**config.mk**
```make
export PLATFORM = sky130hd
export DESIGN_NAME = websocket_frame_deframer_core_flat
export DESIGN_NICKNAME = d
export VERILOG_FILES = /design/src/hw/rtl/wsd_pkg.sv /design/src/hw/rtl/wsd_if.sv /design/src/hw/rtl/wsd_front.sv /design/src/hw/rtl/wsd_queue.sv /design/src/hw/rtl/wsd_back.sv /design/src/hw/rtl/websocket_frame_deframer_core.sv /design/src/flat_wrapper.sv
export SDC_FILE = /design/constraint.sdc
export NUM_CORES = 1
export LEC_CHECK = 0
export ABC_AREA = 1
export ABC_CLOCK_PERIOD_IN_PS = 7100
export BUFFER_PORTS_ARGS = -buffer_cell sky130_fd_sc_hd__clkbuf_2
export CAP_MARGIN = 20
export CORE_MARGIN = 4
export CORE_UTILIZATION = 61
export DETAILED_ROUTE_END_ITERATION = 6
export PLACE_DENSITY = 0.83
export SLEW_MARGIN = 10
export SYNTH_ARGS = -nofsm -noshare
export SYNTH_HDL_FRONTEND = slang
export SYNTH_SLANG_ARGS = --single-unit
```
**constraint.sdc**
```tcl
create_clock -name clk -period 7.1 [get_ports clk]
set_input_delay 1.42 -clock clk [delete_from_list [all_inputs] [get_ports clk]]
set_output_delay 1.42 -clock clk [all_outputs]
set_load 0.03 [all_outputs]
```
**src/hw/rtl/wsd_pkg.sv**
```systemverilog
`timescale 1ns / 1ps
`default_nettype none
// ----------------------------------------------------------------------------
// WebSocket deframer package
// Shared types, codes and constants of the frame deframer.
// ----------------------------------------------------------------------------
package wsd_pkg;

	localparam int QueueDepth = 4;
	localparam int QueuePtrW  = $clog2(QueueDepth);
	localparam int QueueCntW  = $clog2(QueueDepth + 1);

	localparam int PaddrW = 3;

	localparam logic [15:0] CloseStatusReset = 16'd1000;

	localparam logic [6:0] LenExt16 = 7'd126;
	localparam logic [6:0] LenExt64 = 7'd127;

	localparam logic [3:0] OpcClose = 4'd8;
	localparam logic [3:0] OpcPing  = 4'd9;

	localparam logic [7:0] ReplyCloseHdr = 8'h88;
	localparam logic [7:0] ReplyCloseLen = 8'h02;
	localparam logic [7:0] ReplyPongHdr  = 8'h8A;
	localparam logic [7:0] ReplyPongLen  = 8'h00;

	localparam logic [3:0] ExtNone = 4'd0;
	localparam logic [3:0] Ext16   = 4'd2;
	localparam logic [3:0] Ext64   = 4'd8;
	localparam logic [3:0] MaskKeyBytes = 4'd4;
	localparam logic [3:0] HdrPosMax = 4'd15;

	typedef enum logic [0:0] {
		REG_CLOSE_STATUS = 1'b0,
		REG_UNUSED       = 1'b1
	} reg_idx_t;

	typedef enum logic [1:0] {
		KIND_PAYLOAD = 2'd0,
		KIND_HEADER  = 2'd1,
		KIND_REPLY   = 2'd2,
		KIND_SHORT   = 2'd3
	} kind_t;

	typedef enum logic [1:0] {
		PRIM_NONE = 2'd0,
		PRIM_HDR  = 2'd1,
		PRIM_PAY  = 2'd2
	} prim_t;

	typedef enum logic [1:0] {
		EOF_NONE  = 2'd0,
		EOF_SHORT = 2'd1,
		EOF_CLOSE = 2'd2,
		EOF_PING  = 2'd3
	} eof_act_t;

	typedef struct packed {
		prim_t       prim;
		logic [7:0]  data;
		logic        fin;
		logic [3:0]  opcode;
		logic        masked;
		logic [63:0] length;
		eof_act_t    eof_act;
	} cmd_t;

endpackage
`default_nettype wire

```
**src/hw/rtl/wsd_if.sv**
```systemverilog
`timescale 1ns / 1ps
`default_nettype none
// ----------------------------------------------------------------------------
// WebSocket deframer stream interfaces
// Valid/ready channels for received bytes and for result words.
// ----------------------------------------------------------------------------
interface wsd_in_if;
	logic       valid;
	logic       ready;
	logic [7:0] rx_byte;
	logic       end_of_frame;

	modport source (output valid, output rx_byte, output end_of_frame, input ready);
	modport sink (input valid, input rx_byte, input end_of_frame, output ready);
endinterface

interface wsd_out_if;
	logic        valid;
	logic        ready;
	logic [1:0]  kind;
	logic [7:0]  data_byte;
	logic        fin_flag;
	logic [3:0]  frame_opcode;
	logic        mask_flag;
	logic [63:0] decoded_length;
	logic        last_of_run;

	modport source (output valid, output kind, output data_byte, output fin_flag,
		output frame_opcode, output mask_flag, output decoded_length,
		output last_of_run, input ready);
	modport sink (input valid, input kind, input data_byte, input fin_flag,
		input frame_opcode, input mask_flag, input decoded_length,
		input last_of_run, output ready);
endinterface
`default_nettype wire

```
**src/hw/rtl/wsd_front.sv**
```systemverilog
`timescale 1ns / 1ps
`default_nettype none
// ----------------------------------------------------------------------------
// WebSocket deframer front end
// Parses headers, unmasks payload bytes, queues commands for the back end.
// ----------------------------------------------------------------------------
module wsd_front
	import wsd_pkg::*;
(
	input  wire         clk,
	input  wire         arst_n,
	wsd_in_if.sink      frame,
	input  wire         q_full,
	output logic        q_push,
	output cmd_t        q_cmd
);

	logic [3:0]  hdr_pos_q;
	logic        hdr_done_q;
	logic        fin_q;
	logic [3:0]  opc_q;
	logic        masked_q;
	logic [3:0]  ext_q;
	logic [63:0] len_q;
	logic [31:0] key_q;
	logic [63:0] pcount_q;

	logic [3:0]  hdr_pos_n;
	logic        hdr_done_n;
	logic        fin_n;
	logic [3:0]  opc_n;
	logic        masked_n;
	logic [3:0]  ext_n;
	logic [63:0] len_n;
	logic [31:0] key_n;
	logic [63:0] pcount_n;
	logic [4:0]  need;
	logic [7:0]  key_byte;
	logic        accept;
	logic [7:0]  b;

	assign frame.ready = !q_full;
	assign accept = frame.valid && !q_full;
	assign b = frame.rx_byte;

	always_comb begin
		hdr_pos_n  = hdr_pos_q;
		hdr_done_n = hdr_done_q;
		fin_n      = fin_q;
		opc_n      = opc_q;
		masked_n   = masked_q;
		ext_n      = ext_q;
		len_n      = len_q;
		key_n      = key_q;
		pcount_n   = pcount_q;
		need       = '0;
		q_cmd      = '0;
		q_cmd.prim = PRIM_NONE;
		q_cmd.eof_act = EOF_NONE;

		unique case (pcount_q[1:0])
			2'd0: key_byte = key_q[31:24];
			2'd1: key_byte = key_q[23:16];
			2'd2: key_byte = key_q[15:8];
			default: key_byte = key_q[7:0];
		endcase

		if (!hdr_done_q) begin
			if (hdr_pos_q == 4'd0) begin
				fin_n = b[7];
				opc_n = b[3:0];
			end else if (hdr_pos_q == 4'd1) begin
				masked_n = b[7];
				if (b[6:0] == LenExt16) begin
					ext_n = Ext16;
					len_n = '0;
				end else if (b[6:0] == LenExt64) begin
					ext_n = Ext64;
					len_n = '0;
				end else begin
					ext_n = ExtNone;
					len_n = {57'd0, b[6:0]};
				end
			end else if ({1'b0, hdr_pos_q} < 5'd2 + {1'b0, ext_q}) begin
				len_n = {len_q[55:0], b};
			end else begin
				key_n = {key_q[23:0], b};
			end
			if (hdr_pos_q < HdrPosMax) begin
				hdr_pos_n = hdr_pos_q + 4'd1;
			end
			need = 5'd2 + {1'b0, ext_n} + (masked_n ? {1'b0, MaskKeyBytes} : 5'd0);
			if (hdr_pos_q >= 4'd1 && {1'b0, hdr_pos_n} >= need) begin
				hdr_done_n    = 1'b1;
				q_cmd.prim    = PRIM_HDR;
				q_cmd.fin     = fin_n;
				q_cmd.opcode  = opc_n;
				q_cmd.masked  = masked_n;
				q_cmd.length  = len_n;
			end
		end else if (pcount_q < len_q) begin
			pcount_n   = pcount_q + 64'd1;
			q_cmd.prim = PRIM_PAY;
			q_cmd.data = masked_q ? (b ^ key_byte) : b;
		end

		if (frame.end_of_frame) begin
			if (!hdr_done_n) begin
				q_cmd.eof_act = EOF_SHORT;
			end else if (opc_n == OpcClose) begin
				q_cmd.eof_act = EOF_CLOSE;
			end else if (opc_n == OpcPing) begin
				q_cmd.eof_act = EOF_PING;
			end
			hdr_pos_n  = '0;
			hdr_done_n = 1'b0;
			fin_n      = 1'b0;
			opc_n      = '0;
			masked_n   = 1'b0;
			ext_n      = ExtNone;
			len_n      = '0;
			key_n      = '0;
			pcount_n   = '0;
		end

		q_push = accept && (q_cmd.prim != PRIM_NONE || q_cmd.eof_act != EOF_NONE);
	end

	always_ff @(posedge clk or negedge arst_n) begin
		if (!arst_n) begin
			hdr_pos_q  <= '0;
			hdr_done_q <= 1'b0;
			fin_q      <= 1'b0;
			opc_q      <= '0;
			masked_q   <= 1'b0;
			ext_q      <= ExtNone;
			len_q      <= '0;
			key_q      <= '0;
			pcount_q   <= '0;
		end else if (accept) begin
			hdr_pos_q  <= hdr_pos_n;
			hdr_done_q <= hdr_done_n;
			fin_q      <= fin_n;
			opc_q      <= opc_n;
			masked_q   <= masked_n;
			ext_q      <= ext_n;
			len_q      <= len_n;
			key_q      <= key_n;
			pcount_q   <= pcount_n;
		end
	end

endmodule
`default_nettype wire

```
**src/hw/rtl/wsd_queue.sv**
```systemverilog
`timescale 1ns / 1ps
`default_nettype none
// ----------------------------------------------------------------------------
// WebSocket deframer command queue
// Small first-in first-out buffer between the front end and the back end.
// ----------------------------------------------------------------------------
module wsd_queue
	import wsd_pkg::*;
(
	input  wire         clk,
	input  wire         arst_n,
	input  wire         push,
	input  cmd_t        push_cmd,
	output logic        full,
	input  wire         pop,
	output cmd_t        head,
	output logic        empty
);

	cmd_t                 entries_q [QueueDepth];
	logic [QueuePtrW-1:0] wr_ptr_q;
	logic [QueuePtrW-1:0] rd_ptr_q;
	logic [QueueCntW-1:0] cnt_q;
	logic                 do_push;
	logic                 do_pop;

	assign full    = cnt_q == QueueCntW'(QueueDepth);
	assign empty   = cnt_q == '0;
	assign head    = entries_q[rd_ptr_q];
	assign do_push = push && !full;
	assign do_pop  = pop && !empty;

	always_ff @(posedge clk) begin
		if (do_push) begin
			entries_q[wr_ptr_q] <= push_cmd;
		end
	end

	always_ff @(posedge clk or negedge arst_n) begin
		if (!arst_n) begin
			wr_ptr_q <= '0;
			rd_ptr_q <= '0;
			cnt_q    <= '0;
		end else begin
			if (do_push) begin
				wr_ptr_q <= wr_ptr_q + QueuePtrW'(1);
			end
			if (do_pop) begin
				rd_ptr_q <= rd_ptr_q + QueuePtrW'(1);
			end
			if (do_push && !do_pop) begin
				cnt_q <= cnt_q + QueueCntW'(1);
			end else if (do_pop && !do_push) begin
				cnt_q <= cnt_q - QueueCntW'(1);
			end
		end
	end

endmodule
`default_nettype wire

```
**src/hw/rtl/wsd_back.sv**
```systemverilog
`timescale 1ns / 1ps
`default_nettype none
// ----------------------------------------------------------------------------
// WebSocket deframer back end
// Expands each queued command into its result words through an output register.
// ----------------------------------------------------------------------------
module wsd_back
	import wsd_pkg::*;
(
	input  wire         clk,
	input  wire         arst_n,
	input  cmd_t        head,
	input  wire         empty,
	output logic        pop,
	input  wire  [15:0] close_status,
	wsd_out_if.source   result
);

	logic [2:0]  idx_q;
	logic        out_valid_q;
	kind_t       kind_q;
	logic [7:0]  data_q;
	logic        fin_q;
	logic [3:0]  opc_q;
	logic        mask_q;
	logic [63:0] len_q;
	logic        last_q;

	logic        load;
	logic        has_prim;
	logic [2:0]  eof_cnt;
	logic [2:0]  total;
	logic [2:0]  r;
	logic        last;
	kind_t       kind_n;
	logic [7:0]  data_n;
	logic        fin_n;
	logic [3:0]  opc_n;
	logic        mask_n;
	logic [63:0] len_n;

	assign load = !empty && (!out_valid_q || result.ready);

	always_comb begin
		has_prim = head.prim != PRIM_NONE;
		unique case (head.eof_act)
			EOF_NONE:  eof_cnt = 3'd0;
			EOF_SHORT: eof_cnt = 3'd1;
			EOF_CLOSE: eof_cnt = 3'd4;
			EOF_PING:  eof_cnt = 3'd2;
		endcase
		total = {2'd0, has_prim} + eof_cnt;
		last  = idx_q == total - 3'd1;
		r     = idx_q - {2'd0, has_prim};

		kind_n = KIND_REPLY;
		data_n = '0;
		fin_n  = 1'b0;
		opc_n  = '0;
		mask_n = 1'b0;
		len_n  = '0;

		if (has_prim && idx_q == 3'd0) begin
			if (head.prim == PRIM_HDR) begin
				kind_n = KIND_HEADER;
				fin_n  = head.fin;
				opc_n  = head.opcode;
				mask_n = head.masked;
				len_n  = head.length;
			end else begin
				kind_n = KIND_PAYLOAD;
				data_n = head.data;
			end
		end else begin
			unique case (head.eof_act)
				EOF_NONE: begin
					kind_n = KIND_REPLY;
				end
				EOF_SHORT: begin
					kind_n = KIND_SHORT;
				end
				EOF_CLOSE: begin
					unique case (r[1:0])
						2'd0: data_n = ReplyCloseHdr;
						2'd1: data_n = ReplyCloseLen;
						2'd2: data_n = close_status[15:8];
						default: data_n = close_status[7:0];
					endcase
				end
				EOF_PING: begin
					data_n = (r == 3'd0) ? ReplyPongHdr : ReplyPongLen;
				end
			endcase
		end

		pop = load && last;
	end

	always_ff @(posedge clk or negedge arst_n) begin
		if (!arst_n) begin
			out_valid_q <= 1'b0;
			idx_q       <= '0;
		end else begin
			if (!out_valid_q || result.ready) begin
				out_valid_q <= !empty;
			end
			if (load) begin
				idx_q <= last ? 3'd0 : idx_q + 3'd1;
			end
		end
	end

	always_ff @(posedge clk) begin
		if (load) begin
			kind_q <= kind_n;
			data_q <= data_n;
			fin_q  <= fin_n;
			opc_q  <= opc_n;
			mask_q <= mask_n;
			len_q  <= len_n;
			last_q <= last;
		end
	end

	assign result.valid          = out_valid_q;
	assign result.kind           = kind_q;
	assign result.data_byte      = data_q;
	assign result.fin_flag       = fin_q;
	assign result.frame_opcode   = opc_q;
	assign result.mask_flag      = mask_q;
	assign result.decoded_length = len_q;
	assign result.last_of_run    = last_q;

endmodule
`default_nettype wire

```
**src/hw/rtl/websocket_frame_deframer_core.sv**
```systemverilog
`timescale 1ns / 1ps
`default_nettype none
// ----------------------------------------------------------------------------
// WebSocket frame deframer core
// Receive-side frame parser with unmasking and ping/close replies.
// ----------------------------------------------------------------------------
// The block takes one frame byte per cycle while its four-entry command queue
// has room, and delivers one result word per cycle while the sink is ready.
// The completed header or a payload byte yields one word, and the last byte of
// a frame adds one word for a short frame, two for a pong reply or four for a
// close reply, so a frame-end byte yields up to five words; the output register
// and its one-word-per-cycle drain set the sustained rate. The close status
// register sits at byte address 0 of the APB port.
module websocket_frame_deframer_core
	import wsd_pkg::*;
(
	input  wire               clk,
	input  wire               arst_n,
	input  wire               psel,
	input  wire               penable,
	input  wire               pwrite,
	input  wire  [PaddrW-1:0] paddr,
	input  wire  [31:0]       pwdata,
	output logic [31:0]       prdata,
	output logic              pready,
	wsd_in_if.sink            frame,
	wsd_out_if.source         result
);

	logic [15:0] close_status_q;
	reg_idx_t    reg_idx;
	logic        q_push;
	logic        q_pop;
	logic        q_full;
	logic        q_empty;
	cmd_t        q_cmd;
	cmd_t        q_head;

	assign pready  = 1'b1;
	assign reg_idx = reg_idx_t'(paddr[2]);

	always_comb begin
		unique case (reg_idx)
			REG_CLOSE_STATUS: prdata = {16'd0, close_status_q};
			REG_UNUSED:       prdata = '0;
		endcase
	end

	always_ff @(posedge clk or negedge arst_n) begin
		if (!arst_n) begin
			close_status_q <= CloseStatusReset;
		end else if (psel && penable && pwrite && reg_idx == REG_CLOSE_STATUS) begin
			close_status_q <= pwdata[15:0];
		end
	end

	wsd_front u_front (
		.clk    (clk),
		.arst_n (arst_n),
		.frame  (frame),
		.q_full (q_full),
		.q_push (q_push),
		.q_cmd  (q_cmd)
	);

	wsd_queue u_queue (
		.clk      (clk),
		.arst_n   (arst_n),
		.push     (q_push),
		.push_cmd (q_cmd),
		.full     (q_full),
		.pop      (q_pop),
		.head     (q_head),
		.empty    (q_empty)
	);

	wsd_back u_back (
		.clk          (clk),
		.arst_n       (arst_n),
		.head         (q_head),
		.empty        (q_empty),
		.pop          (q_pop),
		.close_status (close_status_q),
		.result       (result)
	);

endmodule
`default_nettype wire
```
**src/flat_wrapper.sv**
```systemverilog
// flat-port wrapper written by rule: the top's interface ports become plain ports
module websocket_frame_deframer_core_flat import wsd_pkg::*;
  (clk, arst_n, psel, penable, pwrite, paddr, pwdata, prdata, pready, frame_valid, frame_rx_byte, frame_end_of_frame, frame_ready, result_valid, result_kind, result_data_byte, result_fin_flag, result_frame_opcode, result_mask_flag, result_decoded_length, result_last_of_run, result_ready);
  wsd_in_if frame_i ();
  wsd_out_if result_i ();
  input  wire clk;
  input  wire arst_n;
  input  wire psel;
  input  wire penable;
  input  wire pwrite;
  input  wire  [PaddrW-1:0] paddr;
  input  wire  [31:0] pwdata;
  output logic [31:0] prdata;
  output logic pready;
  input wire logic [$bits(frame_i.valid)-1:0] frame_valid;
  input wire logic [$bits(frame_i.rx_byte)-1:0] frame_rx_byte;
  input wire logic [$bits(frame_i.end_of_frame)-1:0] frame_end_of_frame;
  output wire logic [$bits(frame_i.ready)-1:0] frame_ready;
  output wire logic [$bits(result_i.valid)-1:0] result_valid;
  output wire logic [$bits(result_i.kind)-1:0] result_kind;
  output wire logic [$bits(result_i.data_byte)-1:0] result_data_byte;
  output wire logic [$bits(result_i.fin_flag)-1:0] result_fin_flag;
  output wire logic [$bits(result_i.frame_opcode)-1:0] result_frame_opcode;
  output wire logic [$bits(result_i.mask_flag)-1:0] result_mask_flag;
  output wire logic [$bits(result_i.decoded_length)-1:0] result_decoded_length;
  output wire logic [$bits(result_i.last_of_run)-1:0] result_last_of_run;
  input wire logic [$bits(result_i.ready)-1:0] result_ready;
  assign frame_i.valid = frame_valid;
  assign frame_i.rx_byte = frame_rx_byte;
  assign frame_i.end_of_frame = frame_end_of_frame;
  assign frame_ready = frame_i.ready;
  assign result_valid = result_i.valid;
  assign result_kind = result_i.kind;
  assign result_data_byte = result_i.data_byte;
  assign result_fin_flag = result_i.fin_flag;
  assign result_frame_opcode = result_i.frame_opcode;
  assign result_mask_flag = result_i.mask_flag;
  assign result_decoded_length = result_i.decoded_length;
  assign result_last_of_run = result_i.last_of_run;
  assign result_i.ready = result_ready;
  websocket_frame_deframer_core u_core (.clk(clk), .arst_n(arst_n), .psel(psel), .penable(penable), .pwrite(pwrite), .paddr(paddr), .pwdata(pwdata), .prdata(prdata), .pready(pready), .frame(frame_i), .result(result_i));
endmodule
```
==> results.yml, run 1 <==
global_routing:
  grt_pass1_wl_um: 117000
  grt_pass1_vias: 21400
  grt_usage: 0.287
  grt_max_degree: 93
  antenna_found_initial: 0
  grt.overflow.total: 0
timing:
  setup_viol: 0
  fmax_ghz: 0.194
  worst_slack_ns: 1.94
  fin_setup_tns_ns: 0
  fin_crit_sh: 0.727
  min_period_ns: 5.16
  final-hold-violation-count: 0
  slew_headroom: 0.273
  skew_ns: 0.0268
  rsz0062_at_grt: "false"
  tightest_slew_ns: 1.09
  slew_viol_final: 0
clock_tree:
  cts.clk_slew.worst_paths_ns: 0.06
  root_buffer: "clkbuf_16"
  cts_buffers: 60
  htree_levels: 2
  clkSinkCount: 611
  cts_buffer_depth: 3
  cts-resized-gates: 0
  holdBufCountCts: 0
  cts_tree: "yes"
  cts_setup_buffers: 0
  worstSkewPairLatency_ns: 0.63
die:
  core_um2: 47600
  die_h_um: 227
  rows: 80
  die_area_um2: 51700
  initial_core_util: 0.617
  die_w_um: 227
  pin_count: 167
critical_path:
  worstPathMaxFanout: 89
  cp-start-kind: "flip-flop"
  reg2reg_from: "u_core.u_queue.rd_ptr_q[0]$_DFFE_PN0P_"
  crit_type: "reg -> reg"
  cp-end-kind: "flip-flop"
  worstPathRequired_ns: 7.61
  worstPathArrival_ns: 5.68
  cp-startpoint: "u_core.u_queue.rd_ptr_q[0]$_DFFE_PN0P_"
synth:
  synthArstFlopShare: 0.331
  syn_inst: 2974
  synth_edf_count: 409
  synth_cell_types: 56
  ys_seq_area_frac: 0.590
  synth_warnings: 0
  synthFlopType: "edfxtp_1"
  ys_ff_latch: 611
  avgSynthCellArea_um2: 9.88
  syn-cell-area_um2: 29400
route:
  drt_iter0_drc: 3001
  wl_per_cell_um: 20.3
  drc: 0
  firstDrtPassIters: 6
  viasPerCell: 6.06
  ant_nets: 0
  num_vias: 22500
  totalWireLength_um: 75500
pwr:
  p_total_mw: 12.6
  ir_drop_v: 0.000345
  power.leakage_nw: 12.8
  powerDensity_nw_per_um2: 390
finish:
  fin_nets: 3191
  layout-drive-gt1-share: 0.113
  diodes: 0
  area_growth_pct: 10.3
placed_design:
  routabilityCongestion: 0.952
  io_buffer_count: 131
  dpl.hpwl_um: 48300
  pre_cts_ws_ns: 1.70
outcome:
  outcome: "finished clean"
worst_hold_path:
  hold_path.startpoint: "u_core.close_status_q[9]$_DFFE_PN1P_"
  hold_path.class: "reg -> reg"
run:
  max_cap_viol_count: 0
## through the flow
step | util | instance area (µm²) | hold WS [ns] | std cells
finish | 0.680 | 32400 | 0.510 | 3714
global route | 0.680 | 32400 | 0.531 | 3714
CTS | 0.680 | 32400 | 0.509 | 3713
detailed placement | 0.639 | 30400 | 0.499 | 3599
global placement | 0.638 | 30400 | 0.494 | 3597
floorplan | - | 29400 | 0.467 | 2989
## state kept, by name, indices dropped and copies added, names as in the netlist, 4 cells and up
| name | count |
|---|---|
| u_core.close_status_q | 16 |
| u_core.u_back.result.data_byte | 8 |
| u_core.u_back.result.decoded_length | 64 |
| u_core.u_back.result.frame_opcode | 4 |
| u_core.u_front.ext_q | 4 |
| u_core.u_front.hdr_pos_q | 4 |
| u_core.u_front.key_q | 32 |
| u_core.u_front.len_q | 64 |
| u_core.u_front.opc_q | 4 |
| u_core.u_front.pcount_q | 64 |
| u_core.u_queue.entries_q | 328 |
## cells in the mapped netlist (all sizes together) (3+ instances only)
cell type,instances,share of area
nand4,37,0.0081
nand3,134,0.023
xor2,57,0.017
nor2,572,0.075
o22ai,111,0.024
dfrtp,196,0.17
ha,91,0.039
edfxtp,409,0.42
nand2,359,0.047
and2,3,0.00064
o211ai,4,0.0012
o21ai,234,0.040
o21a,3,0.00077
nor3,40,0.0077
dfstp,6,0.0054
a21oi,126,0.021
inv,303,0.039
o32ai,57,0.019
nor3b,3,0.00077
buf,86,0.018
clkbuf,79,0.010
xnor2,22,0.0066
o221ai,8,0.0024
or2,5,0.0011
nor4,12,0.0032
nand3b,4,0.0014
## critical path: stages (launching register included)
cell and delay (ns):
dfrtp_4 1.07, clkinv_2 0.78, buf_12 0.40, nand2_1 0.08, a32oi_1 0.15, or2_2 0.33, ha_1 0.20, ha_1 0.20
xor2_1 0.26, xor2_1 0.20, and2_1 0.28, nand2_2 0.15, ha_1 0.22, inv_1 0.10, fa_1 0.42, nor2_1 0.11
a21oi_1 0.05
## metal layers
layer,global-route usage,up-vias,part of all wire
met5,0,-,0
met4,0.0884,0,0.027
met3,0.0463,136,0.095
met2,0.455,1289,0.47
met1,0.415,10800,0.41
li1,-,10300,-
## path summary, 6_finish.rpt
check / endpoint / cells past startpoint / slack [ns]
max: u_core.u_queue.cnt_q[1]$_DFFE_PN0P_ / 16 / 1.94
min reg2reg: u_core.close_status_q[9]$_DFFE_PN1P_ / 2 / 0.51
min: u_core.close_status_q[9]$_DFFE_PN1P_ / 2 / 0.51
min in group asynchronous: u_core.u_front.key_q[27]$_DFFE_PN0P_ / 1 / 0.86
max in group asynchronous: u_core.u_front.pcount_q[39]$_DFFE_PN0P_ / 2 / 4.79
max reg2reg: u_core.u_queue.cnt_q[1]$_DFFE_PN0P_ / 16 / 1.94
## kinds of logic (layout without fill, tap and decap cells)
| kind of cell | Yosys count | count (layout) | share of synthesized area |
|---|---|---|---|
| DFF | 611 | 611 | 0.590 |
| and+or+nand+nor | 1171 | 1171 | 0.169 |
| xor gates and xnor gates | 79 | 79 | 0.0235 |
| AOI/OAI and AO/OA | 548 | 548 | 0.110 |
| adders and majority gates | 93 | 93 | 0.0401 |
| buffers and inverters | 470 | 580 | 0.0677 |
| other | 2 | 17 | 0.000256 |
## area by class of cell
cell class | instances | area, µm²
Fill cell | 3312 | 15200
Clock buffer | 80 | 1650
Inverter | 305 | 1150
Timing Repair Buffer | 161 | 1010
Sequential cell | 611 | 17300
Tap cell | 615 | 769
Clock inverter | 34 | 315
Multi-Input combinational cell | 1908 | 10200
## power by group
group          total, mW  internal [mW]  switching (mW)  leakage [nW]
sequential          5.02           4.71           0.306          6.63
clock               3.16           1.78            1.38         0.954
combinational       4.46           1.11            3.35          5.26
total               12.6           7.60            5.03          12.8
## cells in the final DEF, fill, tap and decap left out, types with 4 or more instances in the layout
cell,count
dfrtp_1,194
clkbuf_2,130
clkinv_2,14
clkbuf_1,13
nor3_1,36
nand3_1,130
clkbuf_8,8
buf_4,20
buf_12,9
inv_1,271
nand3_2,4
o21ai_0,213
o32ai_1,51
dfstp_2,6
clkbuf_16,60
o22ai_1,111
nor4_1,9
bufinv_16,4
conb_1,17
o21ai_1,19
xor2_1,57
xnor2_1,22
clkinvlp_4,5
inv_2,29
ha_1,91
edfxtp_1,409
nor2_1,560
o221ai_1,8
nor2_4,9
a21oi_1,126
clkinv_1,8
nand4_1,36
o32ai_2,6
nand2_2,13
nand2_1,343
Note: power is estimated with default switching activity, not from simulation.
==> inputs of run 2 (changes only) <==
Settings changed: ABC_CLOCK_PERIOD_IN_PS 7100 to 5400.
Clock period 7.1 ns to 5.4 ns, I/O delays scaled along.
==> run 2 against run 1 <==
Register-to-register slack got worse by 1.4 ns; non-clock buffer count down 2; sequential power increased by 31%; critical path depth unchanged; count of clock-buffer cells in the layout is 5 higher; worst setup slack lost 1.4 ns; sequential share of layout area about the same; power grew 32%; global-route usage increased by 0.44 points.
==> results.yml, run 2 (synthesis results as in run 1) <==
clock_tree:
  cts.clk_slew.worst_paths_ns: 0.07
  cts_buffers: 60
  clkSinkCount: 611
  holdBufCountCts: 0
  cts_setup_buffers: 0
  cts-resized-gates: 0
  cts_buffer_depth: 3
  worstSkewPairLatency_ns: 0.64
  cts_tree: "yes"
  htree_levels: 2
  root_buffer: "clkbuf_16"
pwr:
  ir_drop_v: 0.000473
  powerDensity_nw_per_um2: 514
  power.leakage_nw: 12.9
route:
  drt_iter0_drc: 3157
  num_vias: 22600
  viasPerCell: 6.08
  wl_per_cell_um: 20.6
  firstDrtPassIters: 6
  drc: 0
  totalWireLength_um: 76400
  ant_nets: 0
timing:
  whs_ns: 0.504
  setup_viol: 0
  slew_viol_final: 0
  rsz0062_at_grt: "false"
  fin_setup_tns_ns: 0
  tightest_slew_ns: 1.10
  slew_headroom: 0.269
  skew_ns: 0.0179
  min_period_ns: 4.87
  final-hold-violation-count: 0
  fin_crit_sh: 0.901
  fmax_ghz: 0.205
critical_path:
  worstPathRequired_ns: 5.90
  crit_type: "reg -> reg"
  worstPathArrival_ns: 5.37
  crit_chain: "clkinv_2 > nand2_1 > a32oi_1 > or2_2 > ha_1 > ha_1 > xor2_1 > xor2_1 > and2_1 > nand2_2 > ha_1 > inv_1 > fa_1 > a21oi_1 > o21ai_0 > xor2_1"
  crit_slowest_cell: "dfrtp_4"
  cp-end-kind: "flip-flop"
  critPathMaxStageDelay_ns: 0.89
  cp-start-kind: "flip-flop"
  worstPathMaxFanout: 63
  r2r_slack_ns: 0.53
finish:
  largest_register_ffs: 328
  nFillCells: 3369
  area_growth_pct: 10.4
  fin_util: 0.681
  top_register: "u_core.u_queue.entries_q"
  fin_cells: 3712
  diodes: 0
  final_cell_mix: "nor2_1, edfxtp_1, nand2_1"
  fin_nets: 3189
  layout_commonest_cell: "nor2_1"
  layout-drive-gt1-share: 0.111
run:
  max_cap_viol_count: 0
global_routing:
  grt_pass1_wl_um: 119000
  grt.overflow.total: 0
  antenna_found_initial: 1
  grt_usage: 0.291
  grt_max_degree: 121
  grt_pass1_vias: 22100
placed_design:
  io_buffer_count: 131
  dpl.hpwl_um: 49200
  routabilityCongestion: 0.940
  placedCellCount: 3595
worst_hold_path:
  hold_path.class: "reg -> reg"
die:
  die_w_um: 227
  die_area_um2: 51700
  rows: 80
  die_h_um: 227
  initial_core_util: 0.617
  core_um2: 47600
  pin_count: 167
outcome:
  outcome: "finished clean"
[run 2: cell count changes in the layout (fill, tap and decap cells not counted), sizes merged]
cell and delta:
buf -2, bufinv +1, clkbuf +5, clkinv -1, clkinvlp -2, inv -3
[run 2: worst max-delay path: cells and delay by family (launching register included)]
family,cells,cell delay (ns)
fa+ha+maj,4,1.02
simple gates,4,0.98
flops,1,0.89
buf+inv,2,0.79
compound gates,3,0.52
xor+xnor,3,0.49
[run 2: final timing paths]
kind | end | cells past startpoint | start
max in group asynchronous | u_core.u_queue.rd_ptr_q[0]$_DFFE_PN0P_ | 2 | arst_n
worst max-delay path | u_core.u_queue.cnt_q[2]$_DFFE_PN0P_ | 16 | u_core.u_queue.rd_ptr_q[0]$_DFFE_PN0P_
worst min register to register | u_core.close_status_q[5]$_DFFE_PN1P_ | 2 | u_core.close_status_q[5]$_DFFE_PN1P_
worst min-delay path | u_core.close_status_q[5]$_DFFE_PN1P_ | 2 | u_core.close_status_q[5]$_DFFE_PN1P_
worst max register to register | u_core.u_queue.cnt_q[2]$_DFFE_PN0P_ | 16 | u_core.u_queue.rd_ptr_q[0]$_DFFE_PN0P_
min in group asynchronous | u_core.u_front.key_q[8]$_DFFE_PN0P_ | 1 | arst_n
[run 2: stage by stage]
step	instance area, µm²	worst slack [ns]	power [mW]
final	32400	0.533	16.7
after global routing	32400	0.362	17.4
after CTS	32400	0.699	16.5
after detailed placement	30400	0.681	12.3
after global placement	30300	0.755	12.0
after floorplan	29400	-0.241	10.8
[run 2: area by class of cell]
| cell class | count | area, µm² | area share |
|---|---|---|---|
| Clock inverter | 29 | 310 | 0.00957 |
| Inverter | 305 | 1150 | 0.0355 |
| Timing Repair Buffer | 159 | 986 | 0.0304 |
| Tap cell | 615 | 769 | 0.0237 |
| Multi-Input combinational cell | 1908 | 10200 | 0.314 |
| Clock buffer | 85 | 1700 | 0.0523 |
| Sequential cell | 611 | 17300 | 0.535 |
[run 2: per-layer routing]
| metal | vias up | wire, µm | track usage |
|---|---|---|---|
| met5 | - | 0 | 0 |
| met4 | 0 | 2050 | 0.0888 |
| met3 | 150 | 6920 | 0.0475 |
| met2 | 1231 | 36900 | 0.473 |
| met1 | 10900 | 30600 | 0.411 |
| li1 | 10300 | - | - |
[run 2: power by group]
part | total [mW] | switching, mW | internal, mW
Sequential | 6.57 | 0.379 | 6.19
Clock | 4.23 | 1.80 | 2.43
Combinational | 5.86 | 4.43 | 1.44
Total | 16.7 | 6.60 | 10.1
